File: config.mk
export PLATFORM = sky130hd
export DESIGN_NAME = q2e_round
export DESIGN_NICKNAME = d
export VERILOG_FILES = /design/src/hw/rtl/q2e_pkg.sv /design/src/hw/rtl/q2e_round.sv
export SDC_FILE = /design/constraint.sdc
export NUM_CORES = 1
export LEC_CHECK = 0
export BUFFER_PORTS_ARGS = -buffer_cell sky130_fd_sc_hd__buf_4
export CELL_PAD_IN_SITES_DETAIL_PLACEMENT = 0
export CELL_PAD_IN_SITES_GLOBAL_PLACEMENT = 2
export CORE_MARGIN = 1
export CORE_UTILIZATION = 40
export DETAILED_ROUTE_END_ITERATION = 8
export PLACE_DENSITY_LB_ADDON = 0.1
export SLEW_MARGIN = 30
export SYNTH_ARGS = -nofsm -noshare
export SYNTH_HDL_FRONTEND = slang
export SYNTH_SLANG_ARGS = --single-unit
export TNS_END_PERCENT = 20
File: constraint.sdc
create_clock -name clk -period 10.4 [get_ports clk]
set_input_delay 0.52 -clock clk [delete_from_list [all_inputs] [get_ports clk]]
set_output_delay 0.52 -clock clk [all_outputs]
set_load 0.01 [all_outputs]
File: src/hw/rtl/q2e_pkg.sv
// Shared constants, types and the arctangent table for the quaternion to Euler converter.
package q2e_pkg;

	localparam int CORDIC_STAGES  = 16;
	localparam int COMPONENT_BITS = 16;

	localparam int PROD_FRAC = 30;
	localparam int WORK_FRAC = COMPONENT_BITS + 6;
	localparam int SHIFT_DN  = PROD_FRAC - WORK_FRAC;
	localparam int OPD_W     = 34;
	localparam int CW        = WORK_FRAC + 8;
	localparam int ACC_W     = 34;
	localparam int TABLE_LEN = 24;
	localparam int STAGE_W   = 5;

	localparam int ISQ_STEPS = 31;
	localparam int RAD_W     = 62;
	localparam int TOP_BIT   = 2 * (ISQ_STEPS - 1);

	localparam int GIMBAL_LIMIT = 536870375;
	localparam int HALF_TURN    = 1800000000;

	localparam int ROUND_BIAS = 50000;
	localparam int PRE_SHIFT  = 5;
	localparam int U_W        = 26;
	localparam int DIV_MUL_W  = 27;
	localparam logic [DIV_MUL_W-1:0] DIV_MUL = 27'd87960931;
	localparam int DIV_SHIFT  = 38;
	localparam int Q_W        = 15;

	localparam logic [Q_W-1:0]   PITCH_LIM = 15'd9000;
	localparam logic [Q_W-1:0]   ROT_LIM   = 15'd18000;
	localparam logic [ACC_W-1:0] PITCH_SAT = 34'd900100000;
	localparam logic [ACC_W-1:0] ROT_SAT   = 34'd1800100000;

	typedef logic signed [OPD_W-1:0] opd_t;

	typedef struct packed {
		logic              zero;
		logic signed [CW-1:0]    x;
		logic signed [CW-1:0]    y;
		logic signed [ACC_W-1:0] acc;
	} cordic_t;

	typedef struct packed {
		logic [RAD_W-1:0] n;
		logic [RAD_W-1:0] res;
	} isq_t;

	function automatic logic signed [ACC_W-1:0] atan_step(input logic [STAGE_W-1:0] i);
		logic signed [ACC_W-1:0] r;
		case (i)
			5'd0:    r = 34'sd450000000;
			5'd1:    r = 34'sd265650512;
			5'd2:    r = 34'sd140362435;
			5'd3:    r = 34'sd71250163;
			5'd4:    r = 34'sd35763344;
			5'd5:    r = 34'sd17899106;
			5'd6:    r = 34'sd8951737;
			5'd7:    r = 34'sd4476142;
			5'd8:    r = 34'sd2238105;
			5'd9:    r = 34'sd1119057;
			5'd10:   r = 34'sd559529;
			5'd11:   r = 34'sd279765;
			5'd12:   r = 34'sd139882;
			5'd13:   r = 34'sd69941;
			5'd14:   r = 34'sd34971;
			5'd15:   r = 34'sd17485;
			5'd16:   r = 34'sd8743;
			5'd17:   r = 34'sd4371;
			5'd18:   r = 34'sd2186;
			5'd19:   r = 34'sd1093;
			5'd20:   r = 34'sd546;
			5'd21:   r = 34'sd273;
			5'd22:   r = 34'sd137;
			5'd23:   r = 34'sd68;
			default: r = '0;
		endcase
		return r;
	endfunction

endpackage

File: src/hw/rtl/q2e_round.sv
// Round an angle to hundredths of a degree and saturate it.
module q2e_round (
	input  logic                             clk,
	input  logic                             en,
	input  logic signed [q2e_pkg::ACC_W-1:0] angle,
	input  logic [q2e_pkg::Q_W-1:0]          limit,
	input  logic [q2e_pkg::ACC_W-1:0]        sat_at,
	output logic signed [q2e_pkg::Q_W:0]     result
);
	import q2e_pkg::*;

	logic [ACC_W-1:0]             mag;
	logic [ACC_W:0]               v;
	logic [U_W-1:0]               u_s1;
	logic                         sat_s1;
	logic                         neg_s1;
	logic [U_W+DIV_MUL_W-1:0]     prod_s2;
	logic                         sat_s2;
	logic                         neg_s2;
	logic [Q_W-1:0]               qv;
	logic [Q_W-1:0]               magq;

	always_comb begin
		mag = angle[ACC_W-1] ? ACC_W'(-angle) : ACC_W'(angle);
		v   = {1'b0, mag} + (ACC_W + 1)'(ROUND_BIAS);
	end

	always_ff @(posedge clk) begin
		if (en) begin
			u_s1    <= v[PRE_SHIFT +: U_W];
			sat_s1  <= v >= {1'b0, sat_at};
			neg_s1  <= angle[ACC_W-1];
			prod_s2 <= u_s1 * DIV_MUL;
			sat_s2  <= sat_s1;
			neg_s2  <= neg_s1;
		end
	end

	always_comb begin
		qv     = prod_s2[DIV_SHIFT +: Q_W];
		magq   = sat_s2 ? limit : qv;
		result = neg_s2 ? -$signed({1'b0, magq}) : $signed({1'b0, magq});
	end
endmodule

---- After elaboration in Yosys (flattened, before gate mapping) ----
Index checks and enable logic that the tools add are counted.
cells by class
  add/sub/neg operators ................... 3
  $mul .................................... 1
  div/mod/pow operators ................... 0
  magnitude comparators ................... 1
  equality and inequality tests ........... 0
  shift operators ......................... 0
  muxes and demuxes ....................... 3
  bitwise logic cells ..................... 0
  reductions and logical operators ........ 0
operator list
  kind                    number
  $mul 26x27->53 const B  1
  $add 34x16->35 const B  1
  $ge 35x34->1            1
  $mux 34                 1
  $neg 34->34             1
  $mux 16                 1
  $neg 15->16             1
  $mux 15                 1
storage, ports and cells
  flip-flop bits (word level) ............. 83
  bits in latches ......................... 0
  bits in writable memories ............... 0
  memory bits (read-only) ................. 0
  input port bits ......................... 85
  output and inout port bits .............. 16
  word-level logic and storage cells ...... 14
  memories ................................ 0

---- Logic depth before layout (Yosys ltp) ----
Gate-level depths: netlist (run 1).
  depth in word-level cells ............... 4
  gate-level depth with buffers ........... 24
  mapped depth without buffers ............ 23

---- Least setup slack after synthesis (run 1) ----
Ideal clock, no wire load.
  path type ............................... register to register
  from .................................... reg u_s1[11]
  to ...................................... reg prod_s2[52], data pin
  setup time .............................. 0.270 ns
  arrival ................................. 6.116 ns
  required time ........................... 10.130 ns
  setup slack ............................. 4.014 ns
  stages on the path, launching flop included .. 21
  buffers on the path ..................... 0
  period minus slack after synthesis ...... 6.386 ns
  cells stage by stage .................... edfxtp_1 fa_1 fa_1 inv_1 fa_1 inv_1 fa_1 fa_1 fa_1 inv_1 fa_1 inv_1 ha_1 a21o_1 a21o_1 a21o_1 a221oi_1 o211ai_1 a211o_1 a2111oi_0 nor3b_1
on the way
  word-level cells in the longest chain between the ends .. 1
RTL lines
  what                      line             text
  start: declaration        q2e_round.sv:14  logic [U_W-1:0] u_s1;
  start signal: assignment  q2e_round.sv:30  u_s1 <= v[PRE_SHIFT +: U_W];
  $mul 26x27->53            q2e_round.sv:33  prod_s2 <= u_s1 * DIV_MUL;
  end signal: assignment    q2e_round.sv:33
  end: declaration          q2e_round.sv:17  logic [U_W+DIV_MUL_W-1:0] prod_s2;
Every way passes these cells.
A chain may end at the register's enable or synchronous reset.

---- Final worst setup path (run 1) ----
  from .................................... reg u_s1[20]
  to ...................................... reg prod_s2[52], data pin
The elaborated chain is that of the path after synthesis.

==> impl_results.md, run 1 <==
- Slew HR: 42.3%
- DPL Wire Length: 39.6 mm
- Slowest cell delay on critical path: 0.61 ns
- Largest net degree at the start of global routing: 46
- Worst Path Max Fanout: 7
- Clock slew at reported path FFs: 0.07 ns
- Cell Area, Synth: 16300 sq um
- Area growth from synthesis to layout: 8.83%
- Achievable Freq: 140 MHz
- Starting density of the core: 40.8%
- Drt drc: 0
- Number of clock sinks: 45
- GRT overflow: 0
- Fraction of layout cells with a size suffix above 1: 8.02%
- Final Hold Viols: 0
- Die area: 41500 sq um
- Synthesized instance count: 1703
- Status: finished clean
- Synth Area per Inst: 9.56 sq um
- Dpl cells: 2301
- EDFF count, synth: 45
- H-tree depth: 2
- Final Cycle Share: 68.8%
- Most common cell in the netlist: inv_1
- Max-cap violation count: 0
- Total setup buffers inserted after CTS: 0
- Routed vias/inst: 5.01
- Sum Neg Setup Slack: 0 ns
- Final Slew Violations: 0
- Seq/Total Area, Yosys: 8.30%
- Top cell types by occurrence after synthesis: inv_1 (455), ha_1 (316), fa_1 (261)
- CTS Buf Count: 5
- Largest area contributor in the netlist: fa_1
- Worst-path cell chain: ha_1, inv_1, fa_1, inv_1, fa_1, fa_1, fa_1, fa_1, inv_1, fa_1, inv_1, ha_1, a21o_1, a21o_1, a21o_1, a221oi_1, o211ai_1, a211o_1, a2111oi_0, nor3b_1
- Core Region: 39900 sq um
- Die X: 204 um
- Vias in the first global route: 12300
- Syn_nets: 2365
- Worst-Margin Slew: 0.857 ns
- DR vias: 11600
- Antenna-violating nets left: 0
- Final Skew: 0.0104 ns
- Cell Count, Final, Fillers Out: 2309
- Wire length per cell: 19.1 um
- # IOs: 101
- Synth cell types: 75
- Setup CP Type: reg -> reg
- Top-area cell type share of the netlist area: 32.1%
- Startpoint types: flop
- Flops & latches, synth: 45
- Die Y: 204 um
- # hold bufs at CTS: 0
- CTS resizes: 0
- Worst path arrival time: 7.21 ns
- Worst setup EP type: flop
- Clk buf depth: 2
- First-pass GRT wire length: 70.1 mm
- Largest cells by area after synthesis: fa_1 (32%), ha_1 (24%), inv_1 (10%)
- Inserted Diodes: 0
- Slowest CP cell: fa_1
- Row count: 73
- Gpl congestion: 0.903
- DR pass1 iterations: 5
- RSZ-0062 raised after global routing: false
- Nets@finish: 2445
- Worst Hold Margin: 0.413 ns
- Tmin final: 7.16 ns
- CP Data Required Time: 10.45 ns
- Synth warnings: 0
- CP bufs+invs: 4
- Initial antenna violation count: 0
- Final-report setup violation count: 0
- Clock Latency Late Sink: 0.31 ns
- Hold WC Path Type: reg -> reg
- CTS tree: yes
- DRT Wirelength: 44.1 mm
- Initial drt markers: 459
- Clk root buf: clkbuf_16
- Most used cell, CP: fa_1
- Cell family contributing the most delay on the critical path: adder cells
- Global Route Usage Sum: 22.2%
- Post-Route Utilization: 44.4%
- Post-synth ARST share: 0%
- Main synth FF type: edfxtp_1
- Port Buffer Count: 100
==> sequential cells by signal, indices dropped and copies added (netlist names) <==
name	cells
neg_s1	1
neg_s2	1
prod_s2	15
sat_s1	1
sat_s2	1
u_s1	26
==> cell usage in the layout (no fill, tap or decap), types with 4 or more instances in the layout <==
cell       count
a22oi_1        5
a211oi_1       6
o21a_1         6
o211ai_1       8
o31ai_1        8
xor2_1        32
a21o_1        39
nor2b_1        5
nor3_1        28
nand3_1       19
or2_2          9
or3_1          6
a21oi_1       53
mux2i_1       15
edfxtp_1      45
clkbuf_16      5
a31oi_1        8
nand3b_1       5
nor3b_1        5
a2111oi_0      5
a221oi_1       4
inv_1        455
nor4_1         7
nand2_1       61
or4_1          7
buf_4        101
xnor2_1       51
and2_1         5
o41ai_1        4
fa_1         261
nand2b_1      11
and3_1        11
ha_1         316
nor2_1        55
o21bai_1       4
nand4_1       25
o21ai_0       34
==> area by class of cell <==
class	instances	area [sq um]
Inverter	455	1710
Fill cell	3974	22200
Timing Repair Buffer	101	758
Sequential cell	45	1350
Multi-Input combinational cell	1175	13100
Tap cell	525	657
Clock buffer	5	125
Clock inverter	3	21.3
==> cell families after synthesis <==
kind of cell	Yosys count	share of synthesized area, %
buf+inv	483	11.2
fa+ha+maj	577	56.4
xor+xnor	83	4.46
compound gates	220	9.26
simple gates	277	9.23
flops	45	8.30
mux	18	1.13
==> metal layers <==
layer | vias to the layer above | routed length, um | track usage, %
li1 | 5708 | - | -
met1 | 5602 | 20800 | 30.8
met2 | 228 | 20300 | 36.5
met3 | 38 | 1950 | 3.18
met4 | 0 | 1030 | 5.21
met5 | - | 0 | 0
==> final timing paths <==
| check | startpoint | to | slack, ns | cells after the start |
|---|---|---|---|---|
| max | u_s1[20]$_DFFE_PP_ | prod_s2[52]$_DFFE_PP_ | 3.24 | 20 |
| min | sat_s1$_DFFE_PP_ | sat_s2$_DFFE_PP_ | 0.41 | 0 |
| max reg2reg | u_s1[20]$_DFFE_PP_ | prod_s2[52]$_DFFE_PP_ | 3.24 | 20 |
| min reg2reg | sat_s1$_DFFE_PP_ | sat_s2$_DFFE_PP_ | 0.41 | 0 |
==> per-stage QoR <==
stage / setup slack, ns / cell area, sq um
final: 3.24 / 17700
after global routing: 2.77 / 17700
after CTS: 3.14 / 17700
after detailed placement: 3.16 / 17600
after global placement: 3.29 / 17600
after floorplan: 4.01 / 16300
==> worst reg2reg max path: cells and delay by family, from the launching register on <==
| family | cells | cell delay [ns] |
|---|---|---|
| buf+inv | 4 | 0.30 |
| simple gates | 1 | 0.09 |
| fa+ha+maj | 8 | 4.15 |
| flops | 1 | 0.58 |
| compound gates | 7 | 1.78 |
Power of run 1 is left out: the tool's default activity adds up to more than one toggle a clock period on the data nets, which glitch-free logic cannot reach.
==> inputs of run 2 (changes only) <==
==> constraint.sdc (replaced) <==
create_clock -name clk -period 6.7 [get_ports clk]
set_input_delay 0.335 -clock clk [delete_from_list [all_inputs] [get_ports clk]]
set_output_delay 0.335 -clock clk [all_outputs]
set_load 0.01 [all_outputs]
==> run 2 against run 1 <==
Effect of this change:
- die area is the same
- first-iteration DRC count increased by 0.87%
- design area grew 5.7%
- critical path depth unchanged
- highest routed layer unchanged
- critical endpoint unchanged
- sequential share of layout area is 0.41 points lower
- clock-buffer cell count unchanged
- clock skew shrank 0.0026 ns
- global-route usage grew 0.49 points
==> impl_results.md, run 2 (synthesis gave the netlist of run 1 again) <==
- DPL Wire Length: 40.8 mm
- FILL cells: 3889
- Final Hold Viols: 0
- Most used cell, CP: fa_1
- Number of flip-flops under the largest register name: 26
- Antenna-violating nets left: 0
- Hold wc startpoint: sat_s1$_DFFE_PP_
- Die Y: 204 um
- Final Cycle Share: 97.0%
- Slowest CP cell: fa_1
- CTS Buf Count: 5
- DRT Wirelength: 45.0 mm
- Vias in the first global route: 12900
- Area occupied by registers: 1350 sq um
- Initial antenna violation count: 0
- Slew HR: 40.9%
- R2r startpoint: u_s1[7]$_DFFE_PP_
- Most common library cell in the layout ignoring fill and taps: inv_1
- Hold endpoint: sat_s2$_DFFE_PP_
- Met2 global-route usage: 39.5%
- Row count: 73
- Dpl cells: 2376
- Setup CP Type: reg -> reg
- Largest net degree at the start of global routing: 46
- Number of clock sinks: 45
- Slowest cell delay on critical path: 0.56 ns
- Hold WC Path Type: reg -> reg
- Nets@finish: 2532
- Top Usage Layer GRT: met2
- Area occupied by multi-input gates: 13400 sq um
- Final setup margin: 0.198 ns
- Tmin final: 6.50 ns
- Fraction of layout cells with a size suffix above 1: 15.0%
- Gpl congestion: 0.898
- Reg-to-reg slack, setup: 0.20 ns
- CTS tree: yes
- Cell Count, Final, Fillers Out: 2396
- Worst Hold Margin: 0.421 ns
- Global Route Usage Sum: 22.7%
- Worst Path Max Fanout: 3
- Clk buf depth: 2
- Clk root buf: clkbuf_16
- First-pass GRT wire length: 71.7 mm
- DR vias: 11900
- GRT met3 Usage: 2.52%
- R2R cell count: 20
- Clock Latency Late Sink: 0.31 ns
- Inserted Diodes: 0
- Startpoint types: flop
- Die area: 41500 sq um
- Sum Neg Setup Slack: 0 ns
- Final Slew Violations: 0
- Area growth from synthesis to layout: 15.0%
- Starting density of the core: 40.8%
- Worst setup EP type: flop
- Routed vias/inst: 4.97
- Worst-Margin Slew: 0.878 ns
- Core Region: 39900 sq um
- R2R Path End: prod_s2[52]$_DFFE_PP_
- Worst Hold Path Cells: 0
- # IOs: 101
- Most flops, register: u_s1
- Die X: 204 um
- Initial drt markers: 463
- Clock slew at reported path FFs: 0.07 ns
- Worst-path cell chain: fa_1, inv_2, fa_1, fa_2, inv_1, fa_2, fa_2, fa_1, inv_2, fa_1, inv_2, ha_4, a21o_1, a21o_1, a21o_1, a221oi_2, o211ai_1, a211o_4, a2111oi_4, nor3b_2
- Pre-CTS setup slack: -0.122 ns
- H-tree depth: 2
- DR pass1 iterations: 5
- Commonest non-fill, non-tap cells in the layout: inv_1 (449), ha_1 (305), fa_1 (254), buf_4 (184), nand2_1 (59)
- Status: finished clean
- Worst path arrival time: 6.55 ns
- Wire length per cell: 18.8 um
- Met1 Use GR: 30.6%
- Final-report setup violation count: 0
- Port Buffer Count: 100
- Achievable Freq: 154 MHz
- Top Registers: u_s1 (26), prod_s2 (15)
- Final Skew: 0.00772 ns
- Drt drc: 0
- CP Data Required Time: 6.75 ns
- GRT overflow: 0
- Max-cap violation count: 0
## run 2: worst max-delay path: cells and delay by family (launching register included)
| kind | cells | cell delay, ns |
|---|---|---|
| compound gates | 7 | 1.71 |
| fa+ha+maj | 8 | 3.80 |
| buf+inv | 4 | 0.21 |
| flops | 1 | 0.43 |
| simple gates | 1 | 0.08 |
## run 2: stage by stage
stage                     utilization, %  instance area (sq um)
final                               46.9                  18700
after floorplan                        -                  16300
after detailed placement            45.5                  18100
after CTS                           45.9                  18300
after global routing                46.9                  18700
after global placement              45.5                  18100
## run 2: worst max-delay path by stage
stage / from / endpoint / depth (start not counted)
after floorplan: u_s1[11]$_DFFE_PP_ / prod_s2[52]$_DFFE_PP_ / 20
after global placement: u_s1[12]$_DFFE_PP_ / prod_s2[45]$_DFFE_PP_ / 23
after detailed placement: u_s1[6]$_DFFE_PP_ / prod_s2[48]$_DFFE_PP_ / 23
after CTS: u_s1[12]$_DFFE_PP_ / prod_s2[46]$_DFFE_PP_ / 23
after global routing: u_s1[7]$_DFFE_PP_ / prod_s2[52]$_DFFE_PP_ / 20
final: u_s1[7]$_DFFE_PP_ / prod_s2[52]$_DFFE_PP_ / 20
## run 2: layout make-up
| class | instances | share of cell area (%) |
|---|---|---|
| Inverter | 455 | 9.14 |
| Tap cell | 525 | 3.51 |
| Sequential cell | 45 | 7.22 |
| Clock buffer | 5 | 0.668 |
| Clock inverter | 3 | 0.261 |
| Multi-Input combinational cell | 1175 | 71.5 |
| Timing Repair Buffer | 188 | 7.67 |
## run 2: per-layer routing
metal / vias up / part of all wire (%)
met4: 0 / 1.7
li1: 5895 / -
met1: 5783 / 47
met2: 203 / 48
met3: 35 / 3.3
met5: - / 0
## run 2: timing repair
item,CTS,global route
endpoints found under the hold margin,0,0
endpoints found under the setup margin,9,12
resized for setup,6,62
buffers inserted,0,13
pin swaps,1,41
hold buffers,0,0
Power of run 2 is left out for the same reason.
