**src/hw/rtl/q2e_pkg.sv**
```systemverilog
// Shared constants, types and the arctangent table for the quaternion to Euler converter.
package q2e_pkg;

	localparam int CORDIC_STAGES  = 16;
	localparam int COMPONENT_BITS = 16;

	localparam int PROD_FRAC = 30;
	localparam int WORK_FRAC = COMPONENT_BITS + 6;
	localparam int SHIFT_DN  = PROD_FRAC - WORK_FRAC;
	localparam int OPD_W     = 34;
	localparam int CW        = WORK_FRAC + 8;
	localparam int ACC_W     = 34;
	localparam int TABLE_LEN = 24;
	localparam int STAGE_W   = 5;

	localparam int ISQ_STEPS = 31;
	localparam int RAD_W     = 62;
	localparam int TOP_BIT   = 2 * (ISQ_STEPS - 1);

	localparam int GIMBAL_LIMIT = 536870375;
	localparam int HALF_TURN    = 1800000000;

	localparam int ROUND_BIAS = 50000;
	localparam int PRE_SHIFT  = 5;
	localparam int U_W        = 26;
	localparam int DIV_MUL_W  = 27;
	localparam logic [DIV_MUL_W-1:0] DIV_MUL = 27'd87960931;
	localparam int DIV_SHIFT  = 38;
	localparam int Q_W        = 15;

	localparam logic [Q_W-1:0]   PITCH_LIM = 15'd9000;
	localparam logic [Q_W-1:0]   ROT_LIM   = 15'd18000;
	localparam logic [ACC_W-1:0] PITCH_SAT = 34'd900100000;
	localparam logic [ACC_W-1:0] ROT_SAT   = 34'd1800100000;

	typedef logic signed [OPD_W-1:0] opd_t;

	typedef struct packed {
		logic              zero;
		logic signed [CW-1:0]    x;
		logic signed [CW-1:0]    y;
		logic signed [ACC_W-1:0] acc;
	} cordic_t;

	typedef struct packed {
		logic [RAD_W-1:0] n;
		logic [RAD_W-1:0] res;
	} isq_t;

	function automatic logic signed [ACC_W-1:0] atan_step(input logic [STAGE_W-1:0] i);
		logic signed [ACC_W-1:0] r;
		case (i)
			5'd0:    r = 34'sd450000000;
			5'd1:    r = 34'sd265650512;
			5'd2:    r = 34'sd140362435;
			5'd3:    r = 34'sd71250163;
			5'd4:    r = 34'sd35763344;
			5'd5:    r = 34'sd17899106;
			5'd6:    r = 34'sd8951737;
			5'd7:    r = 34'sd4476142;
			5'd8:    r = 34'sd2238105;
			5'd9:    r = 34'sd1119057;
			5'd10:   r = 34'sd559529;
			5'd11:   r = 34'sd279765;
			5'd12:   r = 34'sd139882;
			5'd13:   r = 34'sd69941;
			5'd14:   r = 34'sd34971;
			5'd15:   r = 34'sd17485;
			5'd16:   r = 34'sd8743;
			5'd17:   r = 34'sd4371;
			5'd18:   r = 34'sd2186;
			5'd19:   r = 34'sd1093;
			5'd20:   r = 34'sd546;
			5'd21:   r = 34'sd273;
			5'd22:   r = 34'sd137;
			5'd23:   r = 34'sd68;
			default: r = '0;
		endcase
		return r;
	endfunction

endpackage

```
**src/hw/rtl/q2e_isqrt_cell.sv**
```systemverilog
// One digit step of the pipelined integer square root.
module q2e_isqrt_cell (
	input  logic                   clk,
	input  logic                   en,
	input  logic [4:0]             step,
	input  q2e_pkg::isq_t          d,
	output q2e_pkg::isq_t          q
);
	import q2e_pkg::*;

	logic [RAD_W-1:0] bitv;
	logic [RAD_W-1:0] sum;
	logic [5:0]       shamt;
	isq_t             nxt;
	isq_t             cell_q;

	always_comb begin
		shamt = 6'(TOP_BIT) - {step, 1'b0};
		bitv  = RAD_W'(1) << shamt;
		sum   = d.res + bitv;
		if (d.n >= sum) begin
			nxt.n   = d.n - sum;
			nxt.res = (d.res >> 1) + bitv;
		end else begin
			nxt.n   = d.n;
			nxt.res = d.res >> 1;
		end
	end

	always_ff @(posedge clk) begin
		if (en) begin
			cell_q <= nxt;
		end
	end

	assign q = cell_q;
endmodule

```
**config.mk**
```make
export PLATFORM = sky130hd
export DESIGN_NAME = q2e_isqrt_cell
export DESIGN_NICKNAME = d
export VERILOG_FILES = /design/src/hw/rtl/q2e_pkg.sv /design/src/hw/rtl/q2e_isqrt_cell.sv
export SDC_FILE = /design/constraint.sdc
export NUM_CORES = 1
export LEC_CHECK = 0
export BUFFER_PORTS_ARGS = -buffer_cell sky130_fd_sc_hd__buf_2
export CAP_MARGIN = 25
export CELL_PAD_IN_SITES_DETAIL_PLACEMENT = 2
export CELL_PAD_IN_SITES_GLOBAL_PLACEMENT = 2
export CORE_ASPECT_RATIO = 0.5
export CORE_MARGIN = 10
export CORE_UTILIZATION = 36
export CTS_CLUSTER_DIAMETER = 100
export DETAILED_ROUTE_END_ITERATION = 12
export PLACE_DENSITY_LB_ADDON = 0.1
export SETUP_SLACK_MARGIN = 0.5
export SLEW_MARGIN = 20
export SYNTH_ARGS = -nofsm -noshare
export SYNTH_HDL_FRONTEND = slang
export SYNTH_SLANG_ARGS = --single-unit
```
**constraint.sdc**
```tcl
create_clock -name clk -period 18.47 [get_ports clk]
set_input_delay 0 -clock clk [delete_from_list [all_inputs] [get_ports clk]]
set_output_delay 0 -clock clk [all_outputs]
set_load 0.02 [all_outputs]
```
Yosys cells after proc, flatten, opt, wreduce, memory -nomap -nowiden
Cells that the tools add are included.
- add/sub/neg operators: 4
- multipliers: 0
- div/mod/pow operators: 0
- magnitude comparators: 1
- equality and inequality tests: 0
- shifts and indexed selects: 1
- muxes and demuxes: 1
- bitwise gates (word level): 0
- reduce and logical (&&, ||, !) cells: 0
- operators by type and width (kind ; number):
    $mux W124 ; 1
    $add A61 B62 Y62 ; 1
    $add A62 B62 Y62 ; 1
    $ge A62 B62 Y1 ; 1
    $shl A1 B6 Y62 const A ; 1
    $sub A62 B62 Y62 ; 1
    $sub A6 B6 Y6 const A ; 1
- flip-flop bits (word level): 124
- latch bits: 0
- RAM bits: 0
- bits in read-only memories: 0
- output and inout bits: 124
- logic and storage cells: 10
- memories kept: 0

Logic depth before layout (Yosys ltp)
Gate-level depths: netlist of run 1.
- depth in word-level cells: 5
- gate-level depth with buffers: 33

Worst setup path before layout of run 1
No wires, ideal clock.
- path type: input to register
- start: input step[0]
- end: register cell_q (netlist bit q[22]), data pin
- setup time: 268 ps
- data arrival time: 6457 ps
- path slack: 11744 ps
- stages on the path: 32
- path through: buf_6 > buf_2 > and2_1 > ha_1 > or3b_4 > nor2_1 > ha_1 > ha_1 > nor2_1 > o31ai_1 > a31oi_1 > o41ai_1 > nand3_1 > a211o_1 > o21ai_2 > a31oi_1 > o31ai_1 > nand2_1 > xor2_1 > ha_1 > clkbuf_1 > inv_1 > nor3_1 > nand3_1 > or4_1 > o31ai_1 > a21oi_1 > o41ai_1 > clkbuf_1 > clkbuf_1 > nand2_1 > xnor2_1
- RTL lines (what ; line ; source):
    from (decl) ; q2e_isqrt_cell.sv:5 ; input logic [4:0] step,
    to (signal assigned) ; q2e_isqrt_cell.sv:32 ; cell_q <= nxt;
    to (decl) ; q2e_isqrt_cell.sv:15 ; isq_t cell_q;

==> results of run 1 <==
==> logic make-up (layout without fill, tap and decap cells) <==
| kind of cell | after synthesis | after routing | synth area share |
|---|---|---|---|
| compound gates | 554 | 554 | 0.257 |
| xor+xnor | 197 | 197 | 0.124 |
| fa+ha+maj | 117 | 117 | 0.104 |
| buf+inv | 137 | 443 | 0.0387 |
| flops | 124 | 124 | 0.266 |
| mux | 6 | 6 | 0.00527 |
| other cells | 0 | 7 | 0 |
| simple gates | 610 | 610 | 0.206 |
==> power groups by stage <==
| stage | Combinational, µW | Clock [µW] | Sequential (µW) |
|---|---|---|---|
| 4_1_cts | 453 | 368 | 369 |
| 3_3_place_gp | 422 | 0 | 373 |
| 3_5_place_dp | 433 | 0 | 375 |
| 6_report | 460 | 367 | 369 |
| 5_1_grt | 503 | 381 | 373 |
| 2_1_floorplan | 234 | 0 | 422 |
==> timing repair <==
action	in CTS	in global routing
hold buffers	93	0
hold endpoints to repair	96	0
gates resized for setup	0	0
==> cell usage after synthesis, types with 6 or more instances <==
cell	n
edfxtp_1	124
and3_1	18
clkbuf_1	69
a211oi_1	11
xnor2_1	107
o31ai_1	15
or2_2	6
a221oi_1	7
o211ai_1	11
nand3_1	37
o2111ai_1	6
nor2b_1	21
buf_2	8
xor2_1	89
o21a_1	13
maj3_1	8
and4_1	7
nor3_1	32
nand2b_1	23
a31oi_1	55
or4_1	7
inv_1	54
nor4_1	7
nor2_1	194
o221ai_1	7
nand2_1	175
o31a_1	6
ha_1	108
nand4_1	41
o21ai_0	89
a21o_1	41
o21bai_1	28
a31o_2	11
and2_1	19
a21oi_1	182
==> per-stage QoR <==
stage / instance area (µm²) / utilization / hold slack, ns / worst slack [ns] / power, µW
after floorplan: 14000 / - / 0.112 / 11.74 / 656
after global placement: 15700 / 0.414 / 0.260 / 10.26 / 795
after detailed placement: 15700 / 0.414 / 0.260 / 9.89 / 807
after CTS: 17200 / 0.454 / 0.00584 / 10.30 / 1190
after global routing: 17200 / 0.454 / 0.0192 / 9.28 / 1260
final: 17200 / 0.454 / 0.0147 / 10.11 / 1200
==> placed cells by master (no fill, tap or decap), types with 54 or more instances in the layout <==
cell	n
a31oi_1	55
a21oi_1	182
dlygate4sd3_1	93
o21ai_0	89
nand2_1	175
xor2_1	89
edfxtp_1	124
xnor2_1	107
ha_1	108
inv_1	54
nor2_1	194
buf_2	253
==> cell type report <==
type                       count  area [µm²]  share of cell area
clock inverter                15         171             0.00995
multi-input combinational   1484        9760               0.567
inverter                      55         206              0.0120
sequential                   124        3720               0.216
antenna                        7        17.5             0.00102
clock buffer                  17         425              0.0247
timing repair buffer         356        2270               0.132
tap                          520         651              0.0378
==> metal layers <==
metal / track usage / vias to the layer above
li1: - / 7043
met1: 0.297 / 7510
met2: 0.442 / 267
met3: 0.0346 / 77
met4: 0.0763 / 0
met5: 0 / -
==> critical path: cells and delay by family <==
| family | cells | cell delay [ns] |
|---|---|---|
| compound gates | 11 | 3.05 |
| xor+xnor | 1 | 0.17 |
| fa+ha+maj | 4 | 1.27 |
| buf+inv | 4 | 1.56 |
| simple gates | 10 | 2.49 |
==> final timing paths <==
kind  startpoint               end  slack, ns
max      step[0]  q[103]$_DFFE_PP_      10.11
min        d[27]   q[26]$_DFFE_PP_       0.01
==> summary.md, run 1 <==
| Metric | Value |
|---|---|
| Status | `finished clean` |
| Routed length on met3 | `1900 µm` |
| Number of flops mapped to enable cells by yosys | `124` |
| Port Buffers | `254` |
| Avg Cell Area, Syn | `8.03 µm²` |
| Dominant synthesized flop cell | `edfxtp_1` |
| Sink Count | `124` |
| Max layer used | `met4` |
| Fmax | `120 MHz` |
| Kind of critical path | `in -> reg` |
| CP dominant cell by count | `ha_1` |
| Crit path launch type | `primary input` |
| VDD IR max | `0.0553 mV` |
| Synth Warn # | `0` |
| Clock Tree Root | `clkbuf_16` |
| Vias per Instance | `5.78` |
| CP arrival | `8.61 ns` |
| Filler cell count | `4,343` |
| First-pass DRT Iterations | `5` |
| Dpl hpwl | `45,400 µm` |
| Cell taking the most area after synthesis | `edfxtp_1` |
| Slowest stage cell, crit path | `buf_4` |
| Clk slew on worst S/H paths | `0.06 ns` |
| Cell area after synthesis | `14,000 µm²` |
| Data required time of the worst path | `18.72 ns` |
| Seq pwr share | `0.309` |
| Fraction of registers with async set/reset | `0` |
| Num rows | `50` |
| Final WL | `60,500 µm` |
| Sequential fraction of the synthesis area | `0.266` |
| Mapped Cells | `1,745` |
| PwrDens | `69.4 nW/µm²` |
| Remaining global-route overflow | `0` |
| # Max-Cap Violations | `0` |
| Number of global-route vias before repair | `16.1k` |
| Maximum root-to-sink buffer count | `2` |
| Final min period | `8.36 ns` |
| CP max FO | `77` |
| Crit end category | `flop` |
| Setup_tns | `0 ns` |
| Hold path depth | `2` |
| H-tree depth | `4` |
| Gr usage total | `0.246` |
| Post-CTS Setup Repair Bufs | `0` |
| Syn nets | `1,985` |
| Slew Viols, Final | `0` |
| Final Hold Fails | `0` |
| Initial antenna violation count | `8` |
| Die H | `160 µm` |
| Slew @ Worst Pin | `1.01 ns` |
| Fin cells | `2,578` |
| Placed Cells | `2,446` |
| Met1 WL | `26,200 µm` |
| Hold Crit Class | `in -> reg` |
| Max reg flops | `124` |
| Fin crit share | `0.453` |
| Via count | `14.9k` |
| Sw Pwr | `468 µW` |
| Layout cells sized above 1 | `0.167` |
| Core Area | `37,900 µm²` |
| Layout area overhead | `22.9%` |
| Initial Util | `0.370` |
| Leakage | `0.00688 µW` |
| Dominant cells by area after synthesis | `edfxtp_1 (27%), ha_1 (9.6%), xnor2_1 (6.7%), a21oi_1 (6.5%), xor2_1 (5.6%)` |
| Die width | `299 µm` |
| DR WL/cell | `23.5 µm` |
| Met2 wire length | `31,100 µm` |
| Largest net degree at the start of global routing | `78` |
| Gpl congestion | `0.899` |
| DRC errors left | `0` |
| CTS tree | `yes` |
| Antenna Nets Post-Route | `0` |
| Clock buffers created by TritonCTS | `17` |
| Relative slew slack | `0.330` |
| Final setup viols | `0` |
| Max stage delay on crit path | `0.71 ns` |
| Cell-internal power | `728 µW` |
| FF+latch count, synth | `124` |
| Sw Ratio | `0.391` |
| Die area | `47,700 µm²` |
| Top cell type's share of synthesized area | `0.266` |
| RSZ-0062 raised after global routing | `false` |
| Distinct cells, synth | `93` |
| Fin nets | `2,278` |
| 1st-iter DRT viols | `740` |
| First-pass GRT wire length | `94,200 µm` |
| Clk network pwr share | `0.307` |
| I/O pin count | `255` |
| Logic gate share of total power | `0.384` |
Note: power is estimated with default switching activity, not from simulation.
==> inputs of run 2 (changes only) <==
--- a/config.mk
+++ b/config.mk
@@ -11,7 +11,7 @@
 export CELL_PAD_IN_SITES_GLOBAL_PLACEMENT = 2
 export CORE_ASPECT_RATIO = 0.5
 export CORE_MARGIN = 10
-export CORE_UTILIZATION = 36
+export CORE_UTILIZATION = 34
 export CTS_CLUSTER_DIAMETER = 100
 export DETAILED_ROUTE_END_ITERATION = 12
 export PLACE_DENSITY_LB_ADDON = 0.1
==> constraint.sdc (replaced) <==
create_clock -name clk -period 7.8 [get_ports clk]
set_input_delay 0 -clock clk [delete_from_list [all_inputs] [get_ports clk]]
set_output_delay 0 -clock clk [all_outputs]
set_load 0.02 [all_outputs]
==> run 2 against run 1 <==
Effect of this change: the flow now finishes with violations (hold timing); highest routed layer unchanged; largest power group unchanged; combinational power rose by 150%; routed wire length up 3.1%; critical path depth decreased by 1; utilization shrank 2.1 points; sequential share of layout area shrank 0.46 points.
==> summary.md, run 2 (synthesis gave the netlist of run 1 again) <==
| Metric | Value |
|---|---|
| Fmax | `143 MHz` |
| Largest net degree at the start of global routing | `100 (+28%)` |
| DRC errors left | `0 (unchanged)` |
| CTS tree | `yes` |
| Util after Layout | `0.434 (-0.0209)` |
| Gr usage total | `0.235 (-0.0106)` |
| Final min period | `7.01 ns` |
| Antenna Nets Post-Route | `0 (unchanged)` |
| Multi-input logic area | `9920 µm² (+1.6%)` |
| H-tree depth | `4 (unchanged)` |
| Gpl congestion | `0.888 (-1.2%)` |
| Num rows | `52 (+4.0%)` |
| Max reg flops | `124 (unchanged)` |
| Vias per Instance | `5.68 (-1.7%)` |
| Final setup viols | `0 (unchanged)` |
| CP max FO | `25 (-68%)` |
| Setup_tns | `0 ns (unchanged)` |
| Slew Viols, Final | `0 (unchanged)` |
| Final Hold Slack | `-0.0137 ns (-0.0284 ns)` |
| Hold path depth | `3 (+1)` |
| Final WL | `62,400 µm (+3.1%)` |
| Fin nets | `2,296 (+0.79%)` |
| Crit path launch type | `primary input` |
| Hold Crit Class | `in -> reg` |
| Number of global-route vias before repair | `16.0k (-0.60%)` |
| Reg area | `3720 µm² (unchanged)` |
| Sink Count | `124 (unchanged)` |
| Clock buffers created by TritonCTS | `17 (unchanged)` |
| Leakage | `0.00709 µW (+3.2%)` |
| Slowest stage cell, crit path | `or4_1` |
| Relative slew slack | `0.323 (-0.00645)` |
| Die H | `164 µm (+2.5%)` |
| Most common cell after layout, fill and taps aside | `buf_2` |
| RSZ-0062 raised after global routing | `false` |
| 1st-iter DRT viols | `916 (+24%)` |
| Failing checks | `hold timing` |
| I/O pin count | `255 (unchanged)` |
| Hold Path End | `q[54]$_DFFE_PP_` |
| Initial antenna violation count | `4 (-4)` |
| Maximum root-to-sink buffer count | `2 (unchanged)` |
| Remaining global-route overflow | `0 (unchanged)` |
| # Max-Cap Violations | `0 (unchanged)` |
| Fin crit share | `0.898` |
| Status | `finished with violations` |
| Die area | `50,200 µm² (+5.3%)` |
| Initial Util | `0.345 (-0.0245)` |
| Critical path origin | `step[1]` |
| Filler cell count | `4,682 (+7.8%)` |
| CP arrival | `7.20 ns (-1.41 ns)` |
| Crit end category | `flop` |
| Slew @ Worst Pin | `1.02 ns (+0.00967 ns)` |
| Clk slew on worst S/H paths | `0.06 ns (about the same)` |
| Max stage delay on crit path | `0.59 ns (-0.12 ns)` |
| Core Area | `40,600 µm² (+7.1%)` |
| Dpl hpwl | `46,400 µm (+2.2%)` |
| Kind of critical path | `in -> reg` |
| Clock Tree Root | `clkbuf_16` |
| Most frequent cells in the layout | `buf_2 (252), nor2_1 (192), a21oi_1 (181)` |
| First-pass DRT Iterations | `5 (unchanged)` |
| DR WL/cell | `23.9 µm (+1.7%)` |
| First-pass GRT wire length | `93,800 µm (-0.42%)` |
| HP Start | `d[55]` |
| Layout area overhead | `25.6%` |
| Die width | `307 µm (+2.7%)` |
| Via count | `14.8k (-0.38%)` |
| Layout cells sized above 1 | `0.180 (+0.0130)` |
| PwrDens | `165 nW/µm² (+140%)` |
| Port Buffers | `254 (unchanged)` |
| VDD IR max | `0.161 mV (+190%)` |
| Data required time of the worst path | `8.00 ns (-10.72 ns)` |
| Final Hold Fails | `1 (+1)` |
-- run 2: power by group --
group / leakage (µW) / total, µW / switching, µW / internal, µW
logic: 0.00559 / 1140 / 736 / 400
clock network: 0.000291 / 895 / 363 / 533
registers: 0.00121 / 872 / 24.6 / 848
-- run 2: how the worst max path moves through the flow --
stage | end | slack [ns] | depth (start not counted)
after global routing | q[99]$_DFFE_PP_ | 0.40 | 30
final | q[99]$_DFFE_PP_ | 0.79 | 29
after detailed placement | q[47]$_DFFE_PP_ | 0.06 | 29
after floorplan | q[22]$_DFFE_PP_ | 1.07 | 32
after CTS | q[47]$_DFFE_PP_ | 0.51 | 29
after global placement | q[31]$_DFFE_PP_ | 0.38 | 27
-- run 2: layout make-up --
cell class	instances	share of cell area
Clock buffer	20	0.0248
Tap cell	540	0.0384
Antenna cell	3	0.000426
Clock inverter	12	0.00974
Inverter	55	0.0117
Multi-Input combinational cell	1485	0.564
Sequential cell	124	0.212
Timing Repair Buffer	373	0.140
-- run 2: critical path: cells and delay by family --
family,cells,cell delay [ns]
AO/OA/AOI/OAI,11,2.63
XOR/XNOR,1,0.20
adder cells (fa/ha/maj),3,0.93
buffers and inverters,6,1.20
AND/OR/NAND/NOR,8,2.21
-- run 2: timing repair --
action,in CTS,in global routing
endpoints found under the setup margin,0,124
hold buffers,93,0
gates resized for setup,0,27
setup buffers,0,5
hold endpoints to repair,93,0
-- run 2: routing by layer --
layer  part of all wire  wire (µm)  global-route usage
met1               0.44      27300               0.291
met4              0.014        881              0.0532
met3              0.044       2730              0.0309
met5                  0          0                   0
met2               0.50      31400               0.429
-- run 2: through the flow --
step	cell area, µm²	power, µW	hold WS, ns	setup WS (ns)	instances
6_report	17600	2900	-0.0137	0.792	2612
5_1_grt	17600	3050	0.00766	0.404	2612
4_1_cts	17400	2870	0.000416	0.513	2601
3_5_place_dp	15800	1930	0.315	0.0618	2476
3_3_place_gp	15800	1910	0.299	0.379	2476
2_1_floorplan	14000	1550	0.112	1.07	1745
